## src/rtl/core/timed_task_table_core_macros.svh

```systemverilog
// assertion helpers shared by the core
`ifndef TIMED_TASK_TABLE_CORE_MACROS_SVH
`define TIMED_TASK_TABLE_CORE_MACROS_SVH

// same-cycle implication, disabled while reset is high
`define TTT_ASSERT_NOW(label, clk, rst, ante, cons, msg) \
  label: assert property (@(posedge clk) disable iff (rst) (ante) |-> (cons)) else $error(msg);

// next-cycle implication, disabled while reset is high
`define TTT_ASSERT_NEXT(label, clk, rst, ante, cons, msg) \
  label: assert property (@(posedge clk) disable iff (rst) (ante) |=> (cons)) else $error(msg);

`endif

```

## src/rtl/core/ttt_pkg.sv

```systemverilog
`default_nettype none

package ttt_pkg;

  localparam int unsigned SLOTS_DEF     = 16;
  localparam int unsigned TIME_BITS_DEF = 32;

  typedef enum logic [1:0] {
    OP_TICK   = 2'd0,
    OP_ADD    = 2'd1,
    OP_CANCEL = 2'd2,
    OP_HALT   = 2'd3
  } op_e;

  typedef enum logic [2:0] {
    KIND_FIRED  = 3'd0,
    KIND_DONE   = 3'd1,
    KIND_ADDED  = 3'd2,
    KIND_FULL   = 3'd3,
    KIND_CANCEL = 3'd4
  } kind_e;

  typedef struct packed {
    logic [1:0]  operation;
    logic [31:0] now;
    logic [31:0] delay;
    logic        repeat_req;
    logic [15:0] task_tag;
    logic [3:0]  slot;
  } task_req_t;

  typedef struct packed {
    logic [2:0]  kind;
    logic [15:0] task_tag_res;
    logic [3:0]  slot_res;
    logic        last;
  } task_res_t;

  // broadcast commands from the controller to every cell
  typedef struct packed {
    logic clear;
    logic arm_all;
    logic add;
  } ttt_cmd_t;

endpackage

`default_nettype wire

```

## src/rtl/core/ttt_cell.sv

```systemverilog
`default_nettype none

module ttt_cell import ttt_pkg::*; #(
  parameter int unsigned TIME_BITS = TIME_BITS_DEF
) (
  input  wire logic                 clk,
  input  wire logic                 rst,
  input  wire ttt_cmd_t             cmd,
  input  wire logic                 cancel_hit,
  input  wire logic                 tok_in,
  output logic                      tok,
  input  wire logic                 free_in,
  output logic                      free_out,
  output logic                      claim,
  input  wire logic [TIME_BITS-1:0] scan_now,
  input  wire logic [TIME_BITS-1:0] add_now,
  input  wire logic [TIME_BITS-1:0] add_delay,
  input  wire logic                 add_repeat,
  input  wire logic [15:0]          add_tag,
  output logic                      fire,
  output logic [15:0]               rd_tag
);

  logic                 used;
  logic                 armed;
  logic                 cancelled;
  logic                 periodic;
  logic [TIME_BITS-1:0] due;
  logic [TIME_BITS-1:0] period;
  logic [15:0]          tag;

  logic                 due_hit;
  logic                 add_periodic;
  logic [TIME_BITS:0]   add_sum;
  logic [TIME_BITS:0]   redue_sum;
  logic [TIME_BITS-1:0] add_due;
  logic [TIME_BITS-1:0] redue;

  // lowest free slot wins: a free cell below blocks the claim
  assign free_out = free_in | ~used;
  assign claim    = cmd.add & ~used & ~free_in;

  assign due_hit = used & armed & (due < scan_now);
  assign fire    = tok & due_hit & ~cancelled;

  assign add_periodic = add_repeat & (add_delay != '0);

  // saturating adds
  assign add_sum   = {1'b0, add_now} + {1'b0, add_delay};
  assign redue_sum = {1'b0, due} + {1'b0, period};
  assign add_due   = add_sum[TIME_BITS] ? '1 : add_sum[TIME_BITS-1:0];
  assign redue     = redue_sum[TIME_BITS] ? '1 : redue_sum[TIME_BITS-1:0];

  assign rd_tag = (fire | (cancel_hit & used)) ? tag : '0;

  always_ff @(posedge clk) begin
    if (rst) begin
      tok       <= 1'b0;
      used      <= 1'b0;
      armed     <= 1'b0;
      cancelled <= 1'b0;
      periodic  <= 1'b0;
    end else begin
      tok <= tok_in;
      if (cmd.clear) begin
        used      <= 1'b0;
        armed     <= 1'b0;
        cancelled <= 1'b0;
        periodic  <= 1'b0;
      end else if (claim) begin
        used      <= 1'b1;
        armed     <= 1'b0;
        cancelled <= 1'b0;
        periodic  <= add_periodic;
      end else if (cmd.arm_all) begin
        armed <= used;
      end else if (tok & due_hit) begin
        armed <= 1'b0;
        if (cancelled | ~periodic) begin
          used <= 1'b0;
        end
      end else if (cancel_hit & used) begin
        cancelled <= 1'b1;
      end
    end
  end

  always_ff @(posedge clk) begin
    if (claim) begin
      due    <= add_due;
      period <= add_periodic ? add_delay : '0;
      tag    <= add_tag;
    end else if (fire & periodic) begin
      due <= redue;
    end
  end

endmodule

`default_nettype wire

```

## src/rtl/core/timed_task_table_core.sv

```systemverilog
// channel   | signals                 | transfer when
// ----------+-------------------------+-------------------------------
// request   | start, busy, req        | rising edge with start & !busy
// result    | strobe, res             | every edge that ends a strobe cycle
//
// add, cancel and cancel-all answer in the cycle after the transfer, busy stays low
// a tick holds busy while the scan token walks the row of cells one slot per cycle,
// then while a closing state arms pending entries and sends tick done
// a tick while halted just clears the table and sends tick done
// reset (rst, synchronous) empties the table and clears halted
// the receiver cannot stall: each result is on the ports for one cycle
`default_nettype none
`include "timed_task_table_core_macros.svh"

module timed_task_table_core import ttt_pkg::*; #(
  parameter int unsigned SLOTS     = SLOTS_DEF,
  parameter int unsigned TIME_BITS = TIME_BITS_DEF
) (
  input  wire logic      clk,
  input  wire logic      rst,
  input  wire logic      start,
  output logic           busy,
  input  wire task_req_t req,
  output logic           strobe,
  output task_res_t      res
);

  localparam int unsigned IDX_W = (SLOTS > 1) ? $clog2(SLOTS) : 1;

  typedef enum logic [2:0] {
    S_IDLE = 3'b001,
    S_SCAN = 3'b010,
    S_DONE = 3'b100
  } state_t;

  state_t               state;
  state_t               state_next;
  logic                 halted;
  logic                 halted_next;
  logic [IDX_W-1:0]     scan_idx;
  logic [TIME_BITS-1:0] now_q;

  logic                 accept;
  op_e                  op;
  ttt_cmd_t             cmd;
  logic                 tok_start;
  logic                 cancel_go;

  // per-cell wiring: token and free-slot chains run down the row
  logic [SLOTS:0]       tok_chain;
  logic [SLOTS:0]       free_chain;
  logic [SLOTS-1:0]     tok_v;
  logic [SLOTS-1:0]     cancel_hit;
  logic [SLOTS-1:0]     claim_v;
  logic [SLOTS-1:0]     fire_v;
  logic [15:0]          tag_v [SLOTS];

  logic                 fire_any;
  logic [15:0]          sel_tag;
  logic [IDX_W-1:0]     claim_idx;
  logic                 table_full;

  logic                 strobe_next;
  task_res_t            res_next;

  assign accept    = start & ~busy;
  assign op        = op_e'(req.operation);
  assign busy      = (state != S_IDLE);
  assign cancel_go = accept & (op == OP_CANCEL);
  assign tok_start = accept & (op == OP_TICK) & ~halted;

  // a halted tick and cancel-all both wipe the table
  assign cmd.clear   = accept & (((op == OP_TICK) & halted) | (op == OP_HALT));
  assign cmd.arm_all = (state == S_DONE);
  assign cmd.add     = accept & (op == OP_ADD);

  assign tok_chain[0]  = tok_start;
  assign free_chain[0] = 1'b0;
  assign table_full    = ~free_chain[SLOTS];

  for (genvar g = 0; g < SLOTS; g++) begin : g_cell
    assign cancel_hit[g] = cancel_go & ({28'd0, req.slot} == 32'(g));

    ttt_cell #(
      .TIME_BITS (TIME_BITS)
    ) u_cell (
      .clk        (clk),
      .rst        (rst),
      .cmd        (cmd),
      .cancel_hit (cancel_hit[g]),
      .tok_in     (tok_chain[g]),
      .tok        (tok_v[g]),
      .free_in    (free_chain[g]),
      .free_out   (free_chain[g+1]),
      .claim      (claim_v[g]),
      .scan_now   (now_q),
      .add_now    (TIME_BITS'(req.now)),
      .add_delay  (TIME_BITS'(req.delay)),
      .add_repeat (req.repeat_req),
      .add_tag    (req.task_tag),
      .fire       (fire_v[g]),
      .rd_tag     (tag_v[g])
    );

    assign tok_chain[g+1] = tok_v[g];
  end

  // at most one cell drives a tag: the token holder or the cancelled slot
  always_comb begin
    sel_tag   = '0;
    claim_idx = '0;
    for (int i = 0; i < SLOTS; i++) begin
      sel_tag = sel_tag | tag_v[i];
      if (claim_v[i]) begin
        claim_idx = claim_idx | IDX_W'(i);
      end
    end
  end

  assign fire_any = |fire_v;

  // control and result selection
  always_comb begin
    state_next   = state;
    halted_next  = halted;
    strobe_next  = 1'b0;
    res_next     = '0;
    unique case (state)
      S_IDLE: begin
        if (accept) begin
          unique case (op)
            OP_TICK: begin
              if (halted) begin
                strobe_next   = 1'b1;
                res_next.kind = KIND_DONE;
                res_next.last = 1'b1;
              end else begin
                state_next = S_SCAN;
              end
            end
            OP_ADD: begin
              strobe_next           = 1'b1;
              res_next.task_tag_res = req.task_tag;
              res_next.last         = 1'b1;
              if (table_full) begin
                res_next.kind = KIND_FULL;
              end else begin
                res_next.kind     = KIND_ADDED;
                res_next.slot_res = 4'(claim_idx);
              end
            end
            OP_CANCEL: begin
              strobe_next           = 1'b1;
              res_next.kind         = KIND_CANCEL;
              res_next.task_tag_res = sel_tag;
              res_next.slot_res     = req.slot;
              res_next.last         = 1'b1;
            end
            OP_HALT: begin
              halted_next   = 1'b1;
              strobe_next   = 1'b1;
              res_next.kind = KIND_CANCEL;
              res_next.last = 1'b1;
            end
            default: ;
          endcase
        end
      end
      S_SCAN: begin
        if (fire_any) begin
          strobe_next           = 1'b1;
          res_next.kind         = KIND_FIRED;
          res_next.task_tag_res = sel_tag;
          res_next.slot_res     = 4'(scan_idx);
        end
        // last cell holds the token: scan is over after this cycle
        if (tok_v[SLOTS-1]) begin
          state_next = S_DONE;
        end
      end
      S_DONE: begin
        strobe_next   = 1'b1;
        res_next.kind = KIND_DONE;
        res_next.last = 1'b1;
        state_next    = S_IDLE;
      end
      default: state_next = S_IDLE;
    endcase
  end

  always_ff @(posedge clk) begin
    if (rst) begin
      state    <= S_IDLE;
      halted   <= 1'b0;
      strobe   <= 1'b0;
      scan_idx <= '0;
    end else begin
      state  <= state_next;
      halted <= halted_next;
      strobe <= strobe_next;
      if (tok_start) begin
        scan_idx <= '0;
      end else if (state == S_SCAN) begin
        scan_idx <= scan_idx + 1'b1;
      end
    end
  end

  // payload registers
  always_ff @(posedge clk) begin
    res <= res_next;
    if (tok_start) begin
      now_q <= TIME_BITS'(req.now);
    end
  end

  // one scan token at most in the row
  `TTT_ASSERT_NOW(a_one_token, clk, rst, 1'b1, $onehot0(tok_v), "more than one scan token")
  // add, cancel and cancel-all answer in the next cycle with a closing result
  `TTT_ASSERT_NEXT(a_single_answer, clk, rst, accept && (op != OP_TICK), strobe && res.last,
    "single-cycle operation gave no closing result")
  // the closing cycle of a scan sends tick done and frees the block
  `TTT_ASSERT_NEXT(a_tick_done, clk, rst, state == S_DONE,
    strobe && (res.kind == KIND_DONE) && res.last && !busy, "tick did not close")

endmodule

`default_nettype wire
```

## config.mk

```make
export PLATFORM = sky130hd
export DESIGN_NAME = timed_task_table_core
export DESIGN_NICKNAME = d
export VERILOG_FILES = /design/src/rtl/core/ttt_pkg.sv /design/src/rtl/core/ttt_cell.sv /design/src/rtl/core/timed_task_table_core.sv
export VERILOG_INCLUDE_DIRS = /design/src /design/src/rtl/core
export SDC_FILE = /design/constraint.sdc
export NUM_CORES = 2
export LEC_CHECK = 0
export BUFFER_PORTS_ARGS = -buffer_cell sky130_fd_sc_hd__buf_2
export CELL_PAD_IN_SITES_DETAIL_PLACEMENT = 0
export CELL_PAD_IN_SITES_GLOBAL_PLACEMENT = 1
export CORE_ASPECT_RATIO = 2
export CORE_MARGIN = 5
export CORE_UTILIZATION = 34
export DETAILED_ROUTE_END_ITERATION = 16
export PLACE_DENSITY = 0.66
export SETUP_SLACK_MARGIN = 0.3
export SYNTH_ARGS = -nofsm -noshare
export SYNTH_HDL_FRONTEND = slang
export SYNTH_SLANG_ARGS = --single-unit
```

## constraint.sdc

```tcl
create_clock -name clk -period 11.2 [get_ports clk]
set_input_delay 1.12 -clock clk [delete_from_list [all_inputs] [get_ports clk]]
set_output_delay 1.12 -clock clk [all_outputs]
set_load 0.1 [all_outputs]
```

==> results_dict.tcl <==
set metrics [dict create \
    routed_wl_microns 328700 \
    grt_pass1_wl_microns 467200 \
    worstHoldPathType "reg -> reg" \
    wire_per_inst_microns 28.80 \
    synth_cells 7776 \
    status "completed" \
    switching_share_pct 24.67 \
    overflow 0 \
    hold_slack_ps 459.0 \
    ctsHoldBuffers 0 \
    cts-root-buf "clkbuf_16" \
    num-fill-cells 24830 \
    ys_ff_latch 1425 \
    path_class "reg -> reg" \
    viasPerCell 5.974 \
    setup.worst_path.start_class "flip-flop" \
    power_density_mw_per_mm2 117.0 \
    hpwl_microns 244700 \
    syn_nets 8929 \
    switchingPower_mw 2.817 \
    async_reset_ff_share_pct 0 \
    grt_max_degree 65 \
    internal_power_mw 8.602 \
    fin_setup_tns_ps 0 \
    fp.coreArea_sq_mm 0.2563 \
    hold_viol_final 0 \
    mostFrequentLayoutCell "edfxtp_1" \
    seq_area_sq_mm 0.04166 \
    end_kind "flip-flop" \
    ys_seq_area_share_pct 47.64 \
    max_freq_mhz 160.6 \
    syn_to_final_growth_pct 11.56 \
    drive_above_1_share_pct 8.207 \
    numCtsBuffers 143 \
    ir_drop_mv 0.1379 \
    combinationalPowerShare_pct 7.1 \
    rsz0062_at_grt "no" \
    cts_tree "built" \
    r2r_start "now_q[5]" \
    pin_count 116 \
    synth-edff-count 1312 \
    drt_iter0_drc 4728 \
    clk_latency_ps 820 \
    dr_total_vias 68185 \
    seqPwrFrac_pct 50.8 \
    cp.required_ps 11790 \
    period_share_pct 55.58 \
    first_global_vias 72259 \
    most-common-layout-cells "edfxtp_1, ha_1, a21oi_1" \
    layout.nets 9148 \
    slew_headroom_pct 10.62 \
    hp-start "g_cell[11].u_cell.periodic" \
    drc 0 \
    die_w_microns 368.6 \
    slew_violations 0 \
    setup_violations 0 \
    cp_max_fo 16 \
    clkPwrFrac_pct 42.1 \
    synth.avg_cell_area_sq_um 11.25 \
    worst_slew_pin_slew_ps 1327 \
    worst_clock_skew_ps 63.91 \
    maxCapViolations 0 \
    clock-sinks 1425 \
    p_leak_nw 36.18 \
    startpoint "now_q[5]" \
    clockBufferDepth 4 \
    row_count 263 \
    timing.final.crit_period_ps 6225 \
    cts_max_level 4 \
    die_h_microns 727.2 \
    antenna_found_initial 20 \
    synth_area_sq_mm 0.08745 \
    die_area_sq_mm 0.2681 \
    start_util_pct 34.12 \
    place.gp.congestion 0.9317 \
    synth_flop_cell "edfxtp_1" \
    cts_setup_buffers 0 \
    ant_nets 0 \
    synth_cell_types 102 \
    crit_arrival_ps 6820 \
    multi_input_area_sq_mm 0.04458 \
    dr.pass1.iters 6 \
    clk_pin_slew_ps 70 \
    post_cts_resized 0 \
    yosys_warnings 0 \
    grtUsageTotal_pct 23.60 \
    design_power_total_mw 11.42 \
    port-buffer-count 115 \
]
-- path summary, 6_finish.rpt --
check | slack (ps) | end | cells after the start
min | 460 | g_cell[11].u_cell.periodic | 2
max | 4970 | res[12] | 13
min reg2reg | 460 | g_cell[11].u_cell.periodic | 2
max reg2reg | 4970 | res[12] | 13
-- power groups by stage --
stage	Sequential [mW]	Clock, mW	Combinational (mW)
after floorplan	5.93	0	0.364
after global placement	5.92	0	0.790
after detailed placement	5.92	0	0.798
after CTS	5.80	4.90	0.801
after global routing	5.80	5.09	0.845
final	5.80	4.81	0.806
-- metrics by stage --
stage	area (sq um)	utilization [%]	setup WS, ps	std cells
detailed placement	93140	36.34	4973	11162
global placement	93090	36.31	4060	11158
finish	97560	38.06	4975	11414
global route	97560	38.06	4883	11413
floorplan	87450	-	5872	7776
CTS	97530	38.05	4943	11403
-- final cells by class --
type / instances / area share, %
tap: 3312 / 4.248
timing repair buffer: 289 / 1.931
inverter: 231 / 0.8990
sequential: 1425 / 42.70
multi-input combinational: 5905 / 45.69
clock buffer: 176 / 3.978
clock inverter: 65 / 0.5220
antenna: 11 / 0.02821
-- registers in the layout, indices dropped and copies added (netlist names), 24 cells and up --
register,cells
g_cell.u_cell.due,512
g_cell.u_cell.period,512
g_cell.u_cell.tag,256
now_q,32
res,24
-- logic make-up (layout without fill, tap and decap cells) --
group	Yosys count	in the layout	share of synthesized area [%]
other cells	0	11	0
mux	12	12	0.1388
fa+ha+maj	1063	1063	15.35
buf+inv	446	761	2.020
compound gates	2618	2618	20.28
simple gates	1772	1772	10.17
flops	1425	1425	47.64
xor+xnor	440	440	4.407
-- synthesized netlist by cell type, types with 39 or more instances --
cell type	n	area (sq um)
a211oi_1	99	743.2
a21boi_0	52	390.4
a21o_1	244	1832
a21oi_1	655	3278
a22oi_1	438	3288
a2bb2oi_1	48	420.4
a31oi_1	60	375.4
and2_1	51	319.1
and3_1	75	469.2
clkbuf_1	166	623.1
dfxtp_1	113	2262
edfxtp_1	1312	39400
ha_1	1046	13090
inv_1	226	848.3
nand2_1	442	1659
nand2b_1	105	656.9
nand3_1	166	830.8
nand4_1	111	694.4
nor2_1	369	1385
nor2b_1	105	656.9
nor3_1	139	695.7
nor4_1	39	244.0
o2111ai_1	40	350.3
o211ai_1	50	375.4
o21a_1	103	773.2
o21ai_0	370	1852
o21bai_1	50	375.4
or3_1	72	450.4
xnor2_1	196	1717
xor2_1	244	2137
-- per-layer routing --
metal	vias up	track usage [%]	wire length [microns]
met5	-	0	0
met4	0	20.77	35490
met3	924	1.882	11700
met2	2241	46.00	176900
met1	34120	21.58	104600
li1	30900	-	-
-- worst max-delay path, cell delays in order, from the launching register on --
cell,delay [ps]
edfxtp_1,370
inv_1,410
buf_4,410
ha_1,220
nand4_1,160
nor3_1,370
o221ai_1,200
buf_4,190
a211oi_2,1020
o22ai_1,310
or4_1,610
a2111o_1,540
o31ai_4,980
a32oi_1,170
(Power assumes the default switching activity.)
